`config.mk`:
```
export PLATFORM = sky130hd
export DESIGN_NAME = sector_scan_obstacle_steering_flat
export DESIGN_NICKNAME = d
export VERILOG_FILES = /design/src/rtl/sts_pkg.sv /design/src/rtl/sts_if.sv /design/src/rtl/sts_fifo.sv /design/src/rtl/sts_front.sv /design/src/rtl/sts_back.sv /design/src/rtl/sector_scan_obstacle_steering.sv /design/src/flat_wrapper.sv
export SDC_FILE = /design/constraint.sdc
export NUM_CORES = 2
export LEC_CHECK = 0
export ABC_AREA = 1
export BUFFER_PORTS_ARGS = -buffer_cell sky130_fd_sc_hd__buf_2
export CORE_AREA = 2 2 290 292
export CTS_CLUSTER_SIZE = 28
export DETAILED_ROUTE_END_ITERATION = 10
export DIE_AREA = 0 0 292 294
export GPL_ROUTABILITY_DRIVEN = 0
export PLACE_DENSITY = 0.69
export SLEW_MARGIN = 30
export SYNTH_ARGS = -nofsm -noshare
export SYNTH_HDL_FRONTEND = slang
export SYNTH_SLANG_ARGS = --single-unit
```
`constraint.sdc`:
```
create_clock -name i_clk -period 6.75 [get_ports i_clk]
set_clock_uncertainty 0.1 [all_clocks]
set_input_delay 0 -clock i_clk [delete_from_list [all_inputs] [get_ports i_clk]]
set_output_delay 0 -clock i_clk [all_outputs]
set_load 0.05 [all_outputs]
```
`src/rtl/sts_pkg.sv`:
```
// Package for the sector scan obstacle steering block.
// Types, register indices, reset values and the speed encoding shared by all rtl files.
// No dependencies.
package sts_pkg;

    // Default sizing, overridable on the top level
    localparam int RANGE_BITS_DEF        = 10;
    localparam int MAX_SWEEP_SAMPLES_DEF = 1024;

    // Configuration port geometry
    localparam int CFG_IDX_W  = 3;
    localparam int CFG_DATA_W = 10;

    // Fixed field widths
    localparam int ANGLE_W      = 8;
    localparam int SPEED_W      = 7;
    localparam int WHEEL_W      = 8;
    localparam int CFG_RANGE_W  = 10;

    // Depth of the queue between the front and the back
    localparam int QUEUE_DEPTH = 2;

    // Sweep end detection and servo targets
    localparam logic [ANGLE_W-1:0] ANGLE_LOW  = 8'd1;
    localparam logic [ANGLE_W-1:0] ANGLE_HIGH = 8'd179;
    localparam logic [ANGLE_W-1:0] SERVO_FAR  = 8'd180;
    localparam logic [ANGLE_W-1:0] SERVO_NEAR = 8'd0;

    // Running minimum restarts from this value
    localparam int MIN_RESET = 255;

    // Register reset values
    localparam logic [CFG_RANGE_W-1:0] SAFE_RANGE_RST     = 10'd50;
    localparam logic [CFG_RANGE_W-1:0] CRITICAL_RANGE_RST = 10'd30;
    localparam logic [SPEED_W-1:0]     FAST_SPEED_RST     = 7'd10;
    localparam logic [SPEED_W-1:0]     SLOW_SPEED_RST     = 7'd5;
    localparam logic [ANGLE_W-1:0]     RIGHT_LIMIT_RST    = 8'd75;
    localparam logic [ANGLE_W-1:0]     CENTRE_LIMIT_RST   = 8'd115;

    // Register indices
    typedef enum logic [CFG_IDX_W-1:0] {
        CFG_SAFE_RANGE     = 3'd0,
        CFG_CRITICAL_RANGE = 3'd1,
        CFG_FAST_SPEED     = 3'd2,
        CFG_SLOW_SPEED     = 3'd3,
        CFG_RIGHT_LIMIT    = 3'd4,
        CFG_CENTRE_LIMIT   = 3'd5
    } t_cfg_idx;

    // Register file contents
    typedef struct packed {
        logic [CFG_RANGE_W-1:0] clear_dist;
        logic [CFG_RANGE_W-1:0] spin_dist;
        logic [SPEED_W-1:0]     fast_speed;
        logic [SPEED_W-1:0]     slow_speed;
        logic [ANGLE_W-1:0]     right_limit;
        logic [ANGLE_W-1:0]     centre_limit;
    } t_cfg;

    // Classification of a finished sweep, made in the front
    typedef struct packed {
        logic clear_ahead;  // minimum at or above the safe range
        logic empty;        // some sector received no sample
        logic to_far;       // sweep ended at the low end, servo goes to 180
    } t_sweep_flags;

    // Magnitude and direction to a two's complement wheel command
    function automatic logic signed [WHEEL_W-1:0] to_speed(input logic [SPEED_W-1:0] mag,
                                                           input logic neg);
        logic signed [WHEEL_W-1:0] v;
        v = signed'({1'b0, mag});
        return neg ? WHEEL_W'(-v) : v;
    endfunction

endpackage

```
`src/rtl/sts_if.sv`:
```
// Handshake interfaces of the sector scan obstacle steering block:
// sample input, steering command output and configuration write channel.
// Depends on sts_pkg.
interface sts_sample_if import sts_pkg::*; #(
    parameter int RANGE_BITS = RANGE_BITS_DEF
) ();
    logic                  valid;
    logic                  ready;
    logic [ANGLE_W-1:0]    servo_angle;
    logic [RANGE_BITS-1:0] range_reading;

    modport source (output valid, servo_angle, range_reading, input ready);
    modport sink   (input valid, servo_angle, range_reading, output ready);
endinterface

interface sts_cmd_if import sts_pkg::*; ();
    logic                      valid;
    logic                      ready;
    logic signed [WHEEL_W-1:0] left_wheel_speed;
    logic signed [WHEEL_W-1:0] right_wheel_speed;
    logic [ANGLE_W-1:0]        servo_target;

    modport source (output valid, left_wheel_speed, right_wheel_speed, servo_target,
                    input ready);
    modport sink   (input valid, left_wheel_speed, right_wheel_speed, servo_target,
                    output ready);
endinterface

interface sts_cfg_if import sts_pkg::*; ();
    logic                  valid;
    logic                  ready;
    logic [CFG_IDX_W-1:0]  index;
    logic [CFG_DATA_W-1:0] data;

    modport source (output valid, index, data, input ready);
    modport sink   (input valid, index, data, output ready);
endinterface

```
`src/rtl/sts_fifo.sv`:
```
// Small flop-based queue between the front and the back of the steering block.
// Depends on sts_pkg for the default depth.
module sts_fifo import sts_pkg::*; #(
    parameter int WIDTH = 8,
    parameter int DEPTH = QUEUE_DEPTH
) (
    input  logic             i_clk,
    input  logic             i_rst_n,
    input  logic             i_push,
    input  logic [WIDTH-1:0] i_data,
    input  logic             i_pop,
    output logic [WIDTH-1:0] o_data,
    output logic             o_valid,
    output logic             o_full
);
    localparam int PTR_W = (DEPTH > 1) ? $clog2(DEPTH) : 1;
    localparam int CNT_W = $clog2(DEPTH + 1);

    logic [WIDTH-1:0] r_mem [DEPTH];
    logic [PTR_W-1:0] r_wr_ptr;
    logic [PTR_W-1:0] r_rd_ptr;
    logic [CNT_W-1:0] r_count;

    // Pointer advance with wrap at the depth
    function automatic logic [PTR_W-1:0] bump(input logic [PTR_W-1:0] p);
        return (p == PTR_W'(DEPTH - 1)) ? '0 : p + PTR_W'(1);
    endfunction

    // Control
    always_ff @(posedge i_clk) begin
        if (!i_rst_n) begin
            r_wr_ptr <= '0;
            r_rd_ptr <= '0;
            r_count  <= '0;
        end else begin
            if (i_push) r_wr_ptr <= bump(r_wr_ptr);
            if (i_pop)  r_rd_ptr <= bump(r_rd_ptr);
            if (i_push && !i_pop)      r_count <= r_count + CNT_W'(1);
            else if (!i_push && i_pop) r_count <= r_count - CNT_W'(1);
        end
    end

    // Storage
    always_ff @(posedge i_clk) begin
        if (i_push) r_mem[r_wr_ptr] <= i_data;
    end

    assign o_data  = r_mem[r_rd_ptr];
    assign o_valid = (r_count != '0);
    assign o_full  = (r_count == CNT_W'(DEPTH));
endmodule

```
`src/rtl/sts_front.sv`:
```
// Front of the steering block: takes samples, keeps the sector totals and the
// running minimum, and queues a classified snapshot at each sweep end. Depends on sts_pkg and sts_if.
module sts_front import sts_pkg::*; #(
    parameter  int RANGE_BITS        = RANGE_BITS_DEF,
    parameter  int MAX_SWEEP_SAMPLES = MAX_SWEEP_SAMPLES_DEF,
    localparam int COUNT_W           = $clog2(MAX_SWEEP_SAMPLES + 1),
    localparam int SUM_W             = RANGE_BITS + COUNT_W
) (
    input  logic               i_clk,
    input  logic               i_rst_n,
    sts_sample_if.sink         i_sample,
    input  t_cfg               i_cfg,
    input  logic               i_q_full,
    output logic               o_push,
    output t_sweep_flags       o_flags,
    output logic [SUM_W-1:0]   o_right_sum,
    output logic [SUM_W-1:0]   o_centre_sum,
    output logic [SUM_W-1:0]   o_left_sum,
    output logic [COUNT_W-1:0] o_right_count,
    output logic [COUNT_W-1:0] o_centre_count,
    output logic [COUNT_W-1:0] o_left_count
);
    localparam int MIN_CMP_W = (RANGE_BITS > CFG_RANGE_W) ? RANGE_BITS : CFG_RANGE_W;

    logic [SUM_W-1:0]      r_rs, r_cs, r_ls;
    logic [COUNT_W-1:0]    r_rc, r_cc, r_lc;
    logic [RANGE_BITS-1:0] r_min;

    logic [SUM_W-1:0]      b_rs, b_cs, b_ls, n_rs, n_cs, n_ls;
    logic [COUNT_W-1:0]    b_rc, b_cc, b_lc, n_rc, n_cc, n_lc;
    logic [RANGE_BITS-1:0] b_min, n_min;
    logic                  w_accept, w_end, w_right, w_centre;
    logic [RANGE_BITS-1:0] w_dist;
    logic [SUM_W-1:0]      w_dist_ext;

    assign i_sample.ready = !i_q_full;
    assign w_accept = i_sample.valid && i_sample.ready;
    assign w_dist   = i_sample.range_reading;
    assign w_dist_ext = SUM_W'(w_dist);
    assign w_end    = (i_sample.servo_angle < ANGLE_LOW) || (i_sample.servo_angle > ANGLE_HIGH);

    // Sector by angle
    assign w_right  = i_sample.servo_angle < i_cfg.right_limit;
    assign w_centre = !w_right && (i_sample.servo_angle < i_cfg.centre_limit);

    // A sweep end restarts the totals before the sample is added
    always_comb begin
        b_rs  = w_end ? '0 : r_rs;
        b_cs  = w_end ? '0 : r_cs;
        b_ls  = w_end ? '0 : r_ls;
        b_rc  = w_end ? '0 : r_rc;
        b_cc  = w_end ? '0 : r_cc;
        b_lc  = w_end ? '0 : r_lc;
        b_min = w_end ? RANGE_BITS'(MIN_RESET) : r_min;
    end

    // Accumulate into one sector, saturating its count
    always_comb begin
        n_rs = b_rs;
        n_cs = b_cs;
        n_ls = b_ls;
        n_rc = b_rc;
        n_cc = b_cc;
        n_lc = b_lc;
        if (w_right) begin
            if (b_rc < COUNT_W'(MAX_SWEEP_SAMPLES)) begin
                n_rc = b_rc + COUNT_W'(1);
                n_rs = b_rs + w_dist_ext;
            end
        end else if (w_centre) begin
            if (b_cc < COUNT_W'(MAX_SWEEP_SAMPLES)) begin
                n_cc = b_cc + COUNT_W'(1);
                n_cs = b_cs + w_dist_ext;
            end
        end else begin
            if (b_lc < COUNT_W'(MAX_SWEEP_SAMPLES)) begin
                n_lc = b_lc + COUNT_W'(1);
                n_ls = b_ls + w_dist_ext;
            end
        end
        n_min = (w_dist < b_min) ? w_dist : b_min;
    end

    // Totals
    always_ff @(posedge i_clk) begin
        if (!i_rst_n) begin
            r_rs  <= '0;
            r_cs  <= '0;
            r_ls  <= '0;
            r_rc  <= '0;
            r_cc  <= '0;
            r_lc  <= '0;
            r_min <= RANGE_BITS'(MIN_RESET);
        end else if (w_accept) begin
            r_rs  <= n_rs;
            r_cs  <= n_cs;
            r_ls  <= n_ls;
            r_rc  <= n_rc;
            r_cc  <= n_cc;
            r_lc  <= n_lc;
            r_min <= n_min;
        end
    end

    // Snapshot of the finished sweep
    assign o_push              = w_accept && w_end;
    assign o_flags.clear_ahead = MIN_CMP_W'(r_min) >= MIN_CMP_W'(i_cfg.clear_dist);
    assign o_flags.empty       = (r_rc == '0) || (r_cc == '0) || (r_lc == '0);
    assign o_flags.to_far      = i_sample.servo_angle < ANGLE_LOW;
    assign o_right_sum    = r_rs;
    assign o_centre_sum   = r_cs;
    assign o_left_sum     = r_ls;
    assign o_right_count  = r_rc;
    assign o_centre_count = r_cc;
    assign o_left_count   = r_lc;
endmodule

```
`src/rtl/sts_back.sv`:
```
// Back of the steering block: takes sweep snapshots from the queue, forms the
// cross products in one stage and decides the wheel command in the next. Depends on sts_pkg and sts_if.
module sts_back import sts_pkg::*; #(
    parameter  int RANGE_BITS        = RANGE_BITS_DEF,
    parameter  int MAX_SWEEP_SAMPLES = MAX_SWEEP_SAMPLES_DEF,
    localparam int COUNT_W           = $clog2(MAX_SWEEP_SAMPLES + 1),
    localparam int SUM_W             = RANGE_BITS + COUNT_W
) (
    input  logic               i_clk,
    input  logic               i_rst_n,
    input  logic               i_q_valid,
    output logic               o_pop,
    input  t_sweep_flags       i_flags,
    input  logic [SUM_W-1:0]   i_right_sum,
    input  logic [SUM_W-1:0]   i_centre_sum,
    input  logic [SUM_W-1:0]   i_left_sum,
    input  logic [COUNT_W-1:0] i_right_count,
    input  logic [COUNT_W-1:0] i_centre_count,
    input  logic [COUNT_W-1:0] i_left_count,
    input  t_cfg               i_cfg,
    sts_cmd_if.source          o_cmd
);
    localparam int PROD_W = SUM_W + COUNT_W;
    localparam int CRIT_W = CFG_RANGE_W + COUNT_W;
    localparam int CMP_W  = (SUM_W > CRIT_W) ? SUM_W : CRIT_W;

    // Product stage
    logic                      r_s1_valid;
    t_sweep_flags              r_s1_flags;
    logic [PROD_W-1:0]         r_lx, r_rx;
    logic [CRIT_W-1:0]         r_cx;
    logic [SUM_W-1:0]          r_cs;
    // Output stage
    logic                      r_o_valid;
    logic signed [WHEEL_W-1:0] r_o_left, r_o_right;
    logic [ANGLE_W-1:0]        r_o_target;

    logic                      w_out_free, w_s1_free, w_left_wider, w_spin;
    logic signed [WHEEL_W-1:0] n_left, n_right;
    logic signed [WHEEL_W-1:0] w_fast, w_slow;

    // Stall chain
    assign w_out_free = !r_o_valid || o_cmd.ready;
    assign w_s1_free  = !r_s1_valid || w_out_free;
    assign o_pop      = i_q_valid && w_s1_free;

    // Cross products of sums and counts
    always_ff @(posedge i_clk) begin
        if (!i_rst_n) begin
            r_s1_valid <= 1'b0;
        end else if (w_s1_free) begin
            r_s1_valid <= i_q_valid;
        end
    end

    always_ff @(posedge i_clk) begin
        if (o_pop) begin
            r_s1_flags <= i_flags;
            r_lx       <= PROD_W'(i_left_sum) * PROD_W'(i_right_count);
            r_rx       <= PROD_W'(i_right_sum) * PROD_W'(i_left_count);
            r_cx       <= CRIT_W'(i_cfg.spin_dist) * CRIT_W'(i_centre_count);
            r_cs       <= i_centre_sum;
        end
    end

    // Decision
    assign w_left_wider = r_lx > r_rx;
    assign w_spin       = CMP_W'(r_cs) < CMP_W'(r_cx);
    assign w_fast       = to_speed(i_cfg.fast_speed, 1'b0);
    assign w_slow       = to_speed(i_cfg.slow_speed, 1'b0);

    always_comb begin
        if (r_s1_flags.clear_ahead) begin
            n_left  = w_fast;
            n_right = w_fast;
        end else if (r_s1_flags.empty) begin
            n_left  = w_slow;
            n_right = w_fast;
        end else if (w_spin) begin
            n_left  = to_speed(i_cfg.slow_speed, w_left_wider);
            n_right = to_speed(i_cfg.slow_speed, !w_left_wider);
        end else if (w_left_wider) begin
            n_left  = w_slow;
            n_right = w_fast;
        end else begin
            n_left  = w_fast;
            n_right = w_slow;
        end
    end

    // Output register
    always_ff @(posedge i_clk) begin
        if (!i_rst_n) begin
            r_o_valid <= 1'b0;
        end else if (w_out_free) begin
            r_o_valid <= r_s1_valid;
        end
    end

    always_ff @(posedge i_clk) begin
        if (w_out_free && r_s1_valid) begin
            r_o_left   <= n_left;
            r_o_right  <= n_right;
            r_o_target <= r_s1_flags.to_far ? SERVO_FAR : SERVO_NEAR;
        end
    end

    assign o_cmd.valid             = r_o_valid;
    assign o_cmd.left_wheel_speed  = r_o_left;
    assign o_cmd.right_wheel_speed = r_o_right;
    assign o_cmd.servo_target      = r_o_target;
endmodule

```
`src/rtl/sector_scan_obstacle_steering.sv`:
```
// Sector scan obstacle steering: top level.
// Holds the register file and joins front, queue and back. Depends on sts_pkg, sts_if,
// sts_front, sts_fifo and sts_back.
//
// Usage
//   i_sample carries one scanner sample per transaction: servo angle and range reading.
//   A sample at an angle below 1 or above 179 closes the sweep; one steering command
//   (left and right wheel speed, new servo end target) then leaves on o_cmd, decided
//   from the totals of the sweep before it. Every sample, the closing one included,
//   then counts towards the next sweep.
//   i_cfg writes the six registers (index, data); it is always ready and should be
//   used only while no command is pending.
// Timing
//   One sample per cycle is taken while i_sample.ready is high. After the closing
//   sample's transaction its snapshot passes the queue and the product stage, after
//   which the decision fills the output register.
//   A two-entry queue between front and back absorbs stalls; i_sample.ready falls only
//   when that queue is full, i.e. when o_cmd is stalled and further sweeps close.
// Reset
//   i_rst_n (synchronous, active low) loads the register defaults, clears all totals,
//   sets the running minimum to 255 and empties the pipeline.
module sector_scan_obstacle_steering import sts_pkg::*; #(
    parameter int RANGE_BITS        = RANGE_BITS_DEF,
    parameter int MAX_SWEEP_SAMPLES = MAX_SWEEP_SAMPLES_DEF
) (
    input  logic       i_clk,
    input  logic       i_rst_n,
    sts_sample_if.sink i_sample,
    sts_cmd_if.source  o_cmd,
    sts_cfg_if.sink    i_cfg
);
    localparam int COUNT_W = $clog2(MAX_SWEEP_SAMPLES + 1);
    localparam int SUM_W   = RANGE_BITS + COUNT_W;
    localparam int FLAG_W  = $bits(t_sweep_flags);
    localparam int Q_W     = FLAG_W + 3 * SUM_W + 3 * COUNT_W;

    t_cfg                r_cfg;

    logic                w_push, w_q_full, w_q_valid, w_pop;
    t_sweep_flags        w_f_flags, w_b_flags;
    logic [SUM_W-1:0]    w_f_rs, w_f_cs, w_f_ls, w_b_rs, w_b_cs, w_b_ls;
    logic [COUNT_W-1:0]  w_f_rc, w_f_cc, w_f_lc, w_b_rc, w_b_cc, w_b_lc;
    logic [Q_W-1:0]      w_q_in, w_q_out;

    // Register file
    assign i_cfg.ready = 1'b1;

    always_ff @(posedge i_clk) begin
        if (!i_rst_n) begin
            r_cfg.clear_dist     <= SAFE_RANGE_RST;
            r_cfg.spin_dist      <= CRITICAL_RANGE_RST;
            r_cfg.fast_speed     <= FAST_SPEED_RST;
            r_cfg.slow_speed     <= SLOW_SPEED_RST;
            r_cfg.right_limit    <= RIGHT_LIMIT_RST;
            r_cfg.centre_limit   <= CENTRE_LIMIT_RST;
        end else if (i_cfg.valid && i_cfg.ready) begin
            case (i_cfg.index)
                CFG_SAFE_RANGE:     r_cfg.clear_dist     <= i_cfg.data[CFG_RANGE_W-1:0];
                CFG_CRITICAL_RANGE: r_cfg.spin_dist      <= i_cfg.data[CFG_RANGE_W-1:0];
                CFG_FAST_SPEED:     r_cfg.fast_speed     <= i_cfg.data[SPEED_W-1:0];
                CFG_SLOW_SPEED:     r_cfg.slow_speed     <= i_cfg.data[SPEED_W-1:0];
                CFG_RIGHT_LIMIT:    r_cfg.right_limit    <= i_cfg.data[ANGLE_W-1:0];
                CFG_CENTRE_LIMIT:   r_cfg.centre_limit   <= i_cfg.data[ANGLE_W-1:0];
                default: ;
            endcase
        end
    end

    // Front: sample intake and sector totals
    sts_front #(
        .RANGE_BITS        (RANGE_BITS),
        .MAX_SWEEP_SAMPLES (MAX_SWEEP_SAMPLES)
    ) u_front (
        .i_clk          (i_clk),
        .i_rst_n        (i_rst_n),
        .i_sample       (i_sample),
        .i_cfg          (r_cfg),
        .i_q_full       (w_q_full),
        .o_push         (w_push),
        .o_flags        (w_f_flags),
        .o_right_sum    (w_f_rs),
        .o_centre_sum   (w_f_cs),
        .o_left_sum     (w_f_ls),
        .o_right_count  (w_f_rc),
        .o_centre_count (w_f_cc),
        .o_left_count   (w_f_lc)
    );

    // Snapshot queue
    assign w_q_in = {w_f_flags, w_f_rs, w_f_cs, w_f_ls, w_f_rc, w_f_cc, w_f_lc};
    assign {w_b_flags, w_b_rs, w_b_cs, w_b_ls, w_b_rc, w_b_cc, w_b_lc} = w_q_out;

    sts_fifo #(
        .WIDTH (Q_W),
        .DEPTH (QUEUE_DEPTH)
    ) u_queue (
        .i_clk   (i_clk),
        .i_rst_n (i_rst_n),
        .i_push  (w_push),
        .i_data  (w_q_in),
        .i_pop   (w_pop),
        .o_data  (w_q_out),
        .o_valid (w_q_valid),
        .o_full  (w_q_full)
    );

    // Back: decision and command output
    sts_back #(
        .RANGE_BITS        (RANGE_BITS),
        .MAX_SWEEP_SAMPLES (MAX_SWEEP_SAMPLES)
    ) u_back (
        .i_clk          (i_clk),
        .i_rst_n        (i_rst_n),
        .i_q_valid      (w_q_valid),
        .o_pop          (w_pop),
        .i_flags        (w_b_flags),
        .i_right_sum    (w_b_rs),
        .i_centre_sum   (w_b_cs),
        .i_left_sum     (w_b_ls),
        .i_right_count  (w_b_rc),
        .i_centre_count (w_b_cc),
        .i_left_count   (w_b_lc),
        .i_cfg          (r_cfg),
        .o_cmd          (o_cmd)
    );

    // Checks
    a_end_queues: assert property (@(posedge i_clk) disable iff (!i_rst_n)
        (i_sample.valid && i_sample.ready && i_sample.servo_angle == SERVO_NEAR) |-> w_push)
        else $error("sweep end at angle zero did not queue a command");

    a_queue_holds: assert property (@(posedge i_clk) disable iff (!i_rst_n)
        w_push |=> w_q_valid)
        else $error("queue empty right after a snapshot transaction");

    a_no_reverse: assert property (@(posedge i_clk) disable iff (!i_rst_n)
        o_cmd.valid |-> !(o_cmd.left_wheel_speed < 0 && o_cmd.right_wheel_speed < 0))
        else $error("both wheels commanded backwards");

    a_target: assert property (@(posedge i_clk) disable iff (!i_rst_n)
        o_cmd.valid |-> (o_cmd.servo_target == SERVO_NEAR || o_cmd.servo_target == SERVO_FAR))
        else $error("servo target is neither end of the sweep");
endmodule

```
`src/flat_wrapper.sv`:
```
// flat-port wrapper written by rule: the top's interface ports become plain ports
module sector_scan_obstacle_steering_flat import sts_pkg::*;
#(
    parameter int RANGE_BITS        = RANGE_BITS_DEF,
    parameter int MAX_SWEEP_SAMPLES = MAX_SWEEP_SAMPLES_DEF
)
  (i_clk, i_rst_n, i_sample_valid, i_sample_servo_angle, i_sample_range_reading, i_sample_ready, o_cmd_valid, o_cmd_left_wheel_speed, o_cmd_right_wheel_speed, o_cmd_servo_target, o_cmd_ready, i_cfg_valid, i_cfg_index, i_cfg_data, i_cfg_ready);
  sts_sample_if #(.RANGE_BITS(RANGE_BITS)) i_sample_i ();
  sts_cmd_if o_cmd_i ();
  sts_cfg_if i_cfg_i ();
  input  logic i_clk;
  input  logic i_rst_n;
  input wire logic [$bits(i_sample_i.valid)-1:0] i_sample_valid;
  input wire logic [$bits(i_sample_i.servo_angle)-1:0] i_sample_servo_angle;
  input wire logic [$bits(i_sample_i.range_reading)-1:0] i_sample_range_reading;
  output wire logic [$bits(i_sample_i.ready)-1:0] i_sample_ready;
  output wire logic [$bits(o_cmd_i.valid)-1:0] o_cmd_valid;
  output wire logic [$bits(o_cmd_i.left_wheel_speed)-1:0] o_cmd_left_wheel_speed;
  output wire logic [$bits(o_cmd_i.right_wheel_speed)-1:0] o_cmd_right_wheel_speed;
  output wire logic [$bits(o_cmd_i.servo_target)-1:0] o_cmd_servo_target;
  input wire logic [$bits(o_cmd_i.ready)-1:0] o_cmd_ready;
  input wire logic [$bits(i_cfg_i.valid)-1:0] i_cfg_valid;
  input wire logic [$bits(i_cfg_i.index)-1:0] i_cfg_index;
  input wire logic [$bits(i_cfg_i.data)-1:0] i_cfg_data;
  output wire logic [$bits(i_cfg_i.ready)-1:0] i_cfg_ready;
  assign i_sample_i.valid = i_sample_valid;
  assign i_sample_i.servo_angle = i_sample_servo_angle;
  assign i_sample_i.range_reading = i_sample_range_reading;
  assign i_sample_ready = i_sample_i.ready;
  assign o_cmd_valid = o_cmd_i.valid;
  assign o_cmd_left_wheel_speed = o_cmd_i.left_wheel_speed;
  assign o_cmd_right_wheel_speed = o_cmd_i.right_wheel_speed;
  assign o_cmd_servo_target = o_cmd_i.servo_target;
  assign o_cmd_i.ready = o_cmd_ready;
  assign i_cfg_i.valid = i_cfg_valid;
  assign i_cfg_i.index = i_cfg_index;
  assign i_cfg_i.data = i_cfg_data;
  assign i_cfg_ready = i_cfg_i.ready;
  sector_scan_obstacle_steering #(.RANGE_BITS(RANGE_BITS), .MAX_SWEEP_SAMPLES(MAX_SWEEP_SAMPLES)) u_core (.i_clk(i_clk), .i_rst_n(i_rst_n), .i_sample(i_sample_i), .o_cmd(o_cmd_i), .i_cfg(i_cfg_i));
endmodule
```
# Word level (Yosys, flattened, before mapping)
# Memory sizes are Yosys's and may differ from the RTL's. A register that Yosys moved wholly into a read port is not among the register bits.
# Cells that the tools add are included.
# totals
reg_bits	295
ram_bits	198
inputBits	36
out_inout_bits	27
elab_cells	136
memories	1
# memory_table
memory	words	width	read_ports	rd_ports_with_merged_regs	write_ports	line_no	rtl
u_core.u_queue.r_mem	2	99	1	1	1	sts_fifo.sv:19	logic [WIDTH-1:0] r_mem [DEPTH];
# op_classes
addsub	11
n_mul	3
order_cmp	11
n_eq_ne	6
muxes	43
reduce_logical	31
# op_table
op	count
two-way mux 21 bit	11
two-way mux 11 bit	11
multiplier 21 x 11 -> 32 bit	2
adder 21 x 10 -> 21 bit	3
two-way mux 7 bit	6
two-way mux 8 bit	5
adder 11 x 1 -> 11 bit, second input constant	3
logical NOT 11 bit	3
< comparator 11 bit, second input constant	3
> comparator 32 bit	1
< comparator 21 bit	1
multiplier 10 x 11 -> 21 bit	1
two-way mux 10 bit	2
< comparator 8 bit	2
AND reduction 2 bit	6
>= comparator 10 bit	1
< comparator 10 bit	1
> comparator 8 bit, second input constant	1
< comparator 8 x 1 -> 1 bit, second input constant	1
negation 7 -> 8 bit	1
logical AND 1 bit	7
== test 3 x 2 -> 1 bit, second input constant	2
== test 3 bit, second input constant	2
logical NOT 1 bit	6
other kinds (11)	23

# Longest topological paths before layout
# logic_depth
ltp_word	8
depth_mapped	32
mapped_depth_nobuf	29

# Cells and area by module
# A second synthesis with hierarchy kept.
# hier_totals
hier_cells	4951
area_unflattened_um2	42218.0
# modules_own_cells
module	instances	cells_each	area_each_um2
sts_back	1	2981	24412.2
sts_front	1	1347	8438.1
sts_fifo	1	343	7399.6
sector_scan_obstacle_steering	1	280	1968.1

# Worst setup path before layout
# OpenSTA, ideal clock, no wires.
# synth_timing
path_kind	reg2reg
startpoint	reg u_core.u_queue.r_count[0]
endpoint	mem u_core.u_queue.r_mem[1][0] (netlist bit) (enable)
arrival_ns	5.310
setup_slack_ns	0.781
stages_incl_launch_ff	9
path_buffers	2
cell_sequence	dfxtp_1 inv_2 nand2_4 nand2_4 nor2_8 inv_2 buf_2 buf_2 nor2_1
# synth_via
elab_chain_len	6
# synth_rtl
element	line_no	rtl
start, declared	sts_fifo.sv:22	logic [CNT_W-1:0] r_count;
start signal, assigned	sts_fifo.sv:38	if (i_push && !i_pop) r_count <= r_count + CNT_W'(1);
start signal, assigned	sts_fifo.sv:39	else if (!i_push && i_pop) r_count <= r_count - CNT_W'(1);
== test 2 bit	sts_fifo.sv:50	assign o_full = (r_count == CNT_W'(DEPTH));
logical NOT 1 bit	sts_front.sv:36	assign i_sample.ready = !i_q_full;
net i_sample_ready	flat_wrapper.sv:16	output wire logic [$bits(i_sample_i.ready)-1:0] i_sample_ready;
logical AND 1 bit	sts_front.sv:37	assign w_accept = i_sample.valid && i_sample.ready;
logical AND 1 bit	sts_front.sv:106	assign o_push = w_accept && w_end;
two-way mux 1 bit	sts_fifo.sv:45	if (i_push) r_mem[r_wr_ptr] <= i_data;
two-way mux 1 bit (implied by the code)	sts_fifo.sv:45	
end, declared	sts_fifo.sv:19	
# The timed path passes the listed nets, and every way through them passes these cells.

==> run summary <==
Critical Path End Type - register
most common flop cell mapped by yosys - edfxtp_1
top cells by area, synth - edfxtp_1 24%, fa_1 20%, ha_1 9.6%
diodes inserted - 0
nets@finish - 5582
cts bufs inserted - 50
Die H - 294 um
synth warn - 0
Hold EP - u_core.u_back.o_cmd.valid$_SDFFE_PN0P_
Initial DRT Pass Iterations - 5
fin crit share - 96.0%
Max Slew Vio Count - 0
Via density - 5.32
TritonCTS clock tree - built
Routed wire per std cell - 17.5 um
post-synthesis cell count - 4721
post-synthesis async set-or-reset flop share - 0%
synth cell count leaders - 878 x nand2_1, 856 x inv_1, 546 x nor2_1, 413 x fa_1, 324 x edfxtp_1
delay-heaviest family, CP - adder cells
Clock Pin Slew Worst Setup and Hold Paths - 60 ps
clk sinks - 487
CP max-delay cell - fa_1
Seq cells post-synth - 487
Setup CP Type - register to register
Max clock buf depth - 3
final hold vios - 0
IO Pins - 63
top cell type's share of synthesized area - 23.7%
H-tree levels - 2
WP data required - 7000 ps
register area share after synthesis - 31.6%
share of cells above drive strength 1 - 7.54%
worst hold start - o_cmd_ready
Routed Antenna Nets - 0
Mean Syn Cell Area - 8.70 um2
worst r2r path cells - 23
Worst R2R End - u_core.u_back.r_lx[31]$_DFFE_PP_
initial antenna violation count - 1
hold crit path type - input pin to register
fin crit period - 6480 ps
GRT Util Overall - 24.3%
largest net degree at the start of global routing - 71
final worst slack - 267 ps
core box area - 82900 um2
Post-synth EDFFs - 324
dpl ws - 246 ps
dpl hpwl - 79500 um
Least-Margin Pin Slew - 958 ps
grt ovf - 0
CP max FO - 44
Clock Latency Late Sink - 620 ps
Area Overhead vs Synth - 9.29%
Synth cell types - 55
most frequent cell after synthesis - nand2_1
crit start category - register
CTS Root Cell - clkbuf_16
first-pass GRT wire length - 166000 um
setup violators final - 0
# DRC - 0
starting density of the core - 49.5%
Post-CTS Setup Bufs - 0
port buffer count - 57
Worst slew margin - 35.4%
vias in the first global route - 31300
max_cap viols - 0
crit path buf inv count - 8
fmax - 154 MHz
CP peak stage delay - 570 ps
FILL cells - 7379
routed wire length - 104000 um
RSZ-0062 raised after global routing - false
die area - 85800 um2
critical-path cell list - inv_2, buf_12, or2_2, o21ai_0, inv_2, nand2_1, fa_1, inv_1, fa_1, inv_1, fa_1, inv_1, fa_1, inv_1, fa_1, inv_1, ha_1, nand2_1, nor4_2, nand4_1, nand3_1, a31oi_1, xor2_1
hold path cells - 5
status - completed
drt initial violations - 2660
Setup TNS - 0 ps
Worst EP arrival - 6730 ps
Die Span X - 292 um
Via Count - 31600
reg-to-reg slack, setup - 270 ps
cell taking the most area after synthesis - edfxtp_1
FP Rows - 106
synthesized cell area - 41100 um2
## cell families (layout without fill, tap and decap cells)
group | after synthesis | after routing | share of synthesized area [%]
simple gates | 1799 | 1799 | 18.7
buf+inv | 999 | 1132 | 9.53
fa+ha+maj | 729 | 729 | 29.8
compound gates | 603 | 603 | 8.21
flops | 487 | 487 | 31.6
xor+xnor | 102 | 102 | 2.18
other cells | 2 | 5 | 0.0183
## worst max-delay path by stage
stage	endpoint	slack, ps	depth (start not counted)
floorplan	u_core.u_queue.r_mem[1][0]$_DFFE_PP_	780	8
global placement	u_core.u_back.r_lx[31]$_DFFE_PP_	300	21
detailed placement	u_core.u_back.r_lx[19]$_DFFE_PP_	250	24
CTS	u_core.u_back.r_lx[19]$_DFFE_PP_	250	24
global route	u_core.u_back.r_rx[23]$_DFFE_PP_	10	24
finish	u_core.u_back.r_lx[31]$_DFFE_PP_	270	23
## routing by layer
metal  wire length (um)  share of wire (%)  global-route usage (%)
met1              43800                 42                    31.8
met2              50200                 48                    41.8
met3               6250                6.0                    3.53
met4               3630                3.5                    7.67
met5                 14              0.013                       0
## through the flow
stage	instance area (um2)	utilization, %	hold slack, ps	instances
global placement	42600	51.4	182	5797
global route	44900	54.1	125	5937
detailed placement	42600	51.4	192	5797
CTS	44900	54.1	62.6	5937
finish	44900	54.1	100	5937
floorplan	41100	-	17.6	4724
## tightest hold or removal path, cell delays in order
cell and delay (ps):
dlygate4sd3_1 530, buf_2 100, inv_1 50, nand2_1 50
a21oi_1 50
## state kept, by name (all words and copies together) (netlist names), 32 cells and up, named ones only
signal                count
u_core.r_cfg             50
u_core.u_back.r_lx       32
u_core.u_back.r_rx       32
u_core.u_queue.r_mem    198
## final cells by class
| class | instances | area (um2) | share of cell area (%) |
|---|---|---|---|
| tap | 1080 | 1350 | 3.01 |
| clock buffer | 57 | 1300 | 2.89 |
| timing repair buffer | 161 | 1240 | 2.76 |
| inverter | 879 | 3310 | 7.38 |
| sequential | 487 | 13000 | 29.0 |
| multi-input combinational | 3238 | 24200 | 53.9 |
| clock inverter | 35 | 487 | 1.08 |
## timing repair
action / in CTS / in global routing
gates resized for setup: 0 / 5
endpoints found under the hold margin: 124 / 0
hold buffers: 48 / 0
setup endpoints to repair: 0 / 5
## placed cells by master (no fill, tap or decap), types with 37 or more instances in the layout
cell type / instances
fa_1: 413
ha_1: 316
or2_2: 78
xor2_1: 64
dlygate4sd3_1: 48
buf_2: 56
dfxtp_1: 162
a21oi_1: 244
o21ai_1: 37
clkbuf_16: 50
xnor2_1: 38
nand4_1: 40
nor2_1: 543
nand3_1: 138
nand2_1: 878
buf_4: 53
o211ai_1: 44
o21ai_0: 184
nor3_1: 42
edfxtp_1: 324
inv_1: 854
Power is not shown: default switching activity piles up to over one toggle a cycle in this logic, so the estimate is an artifact.
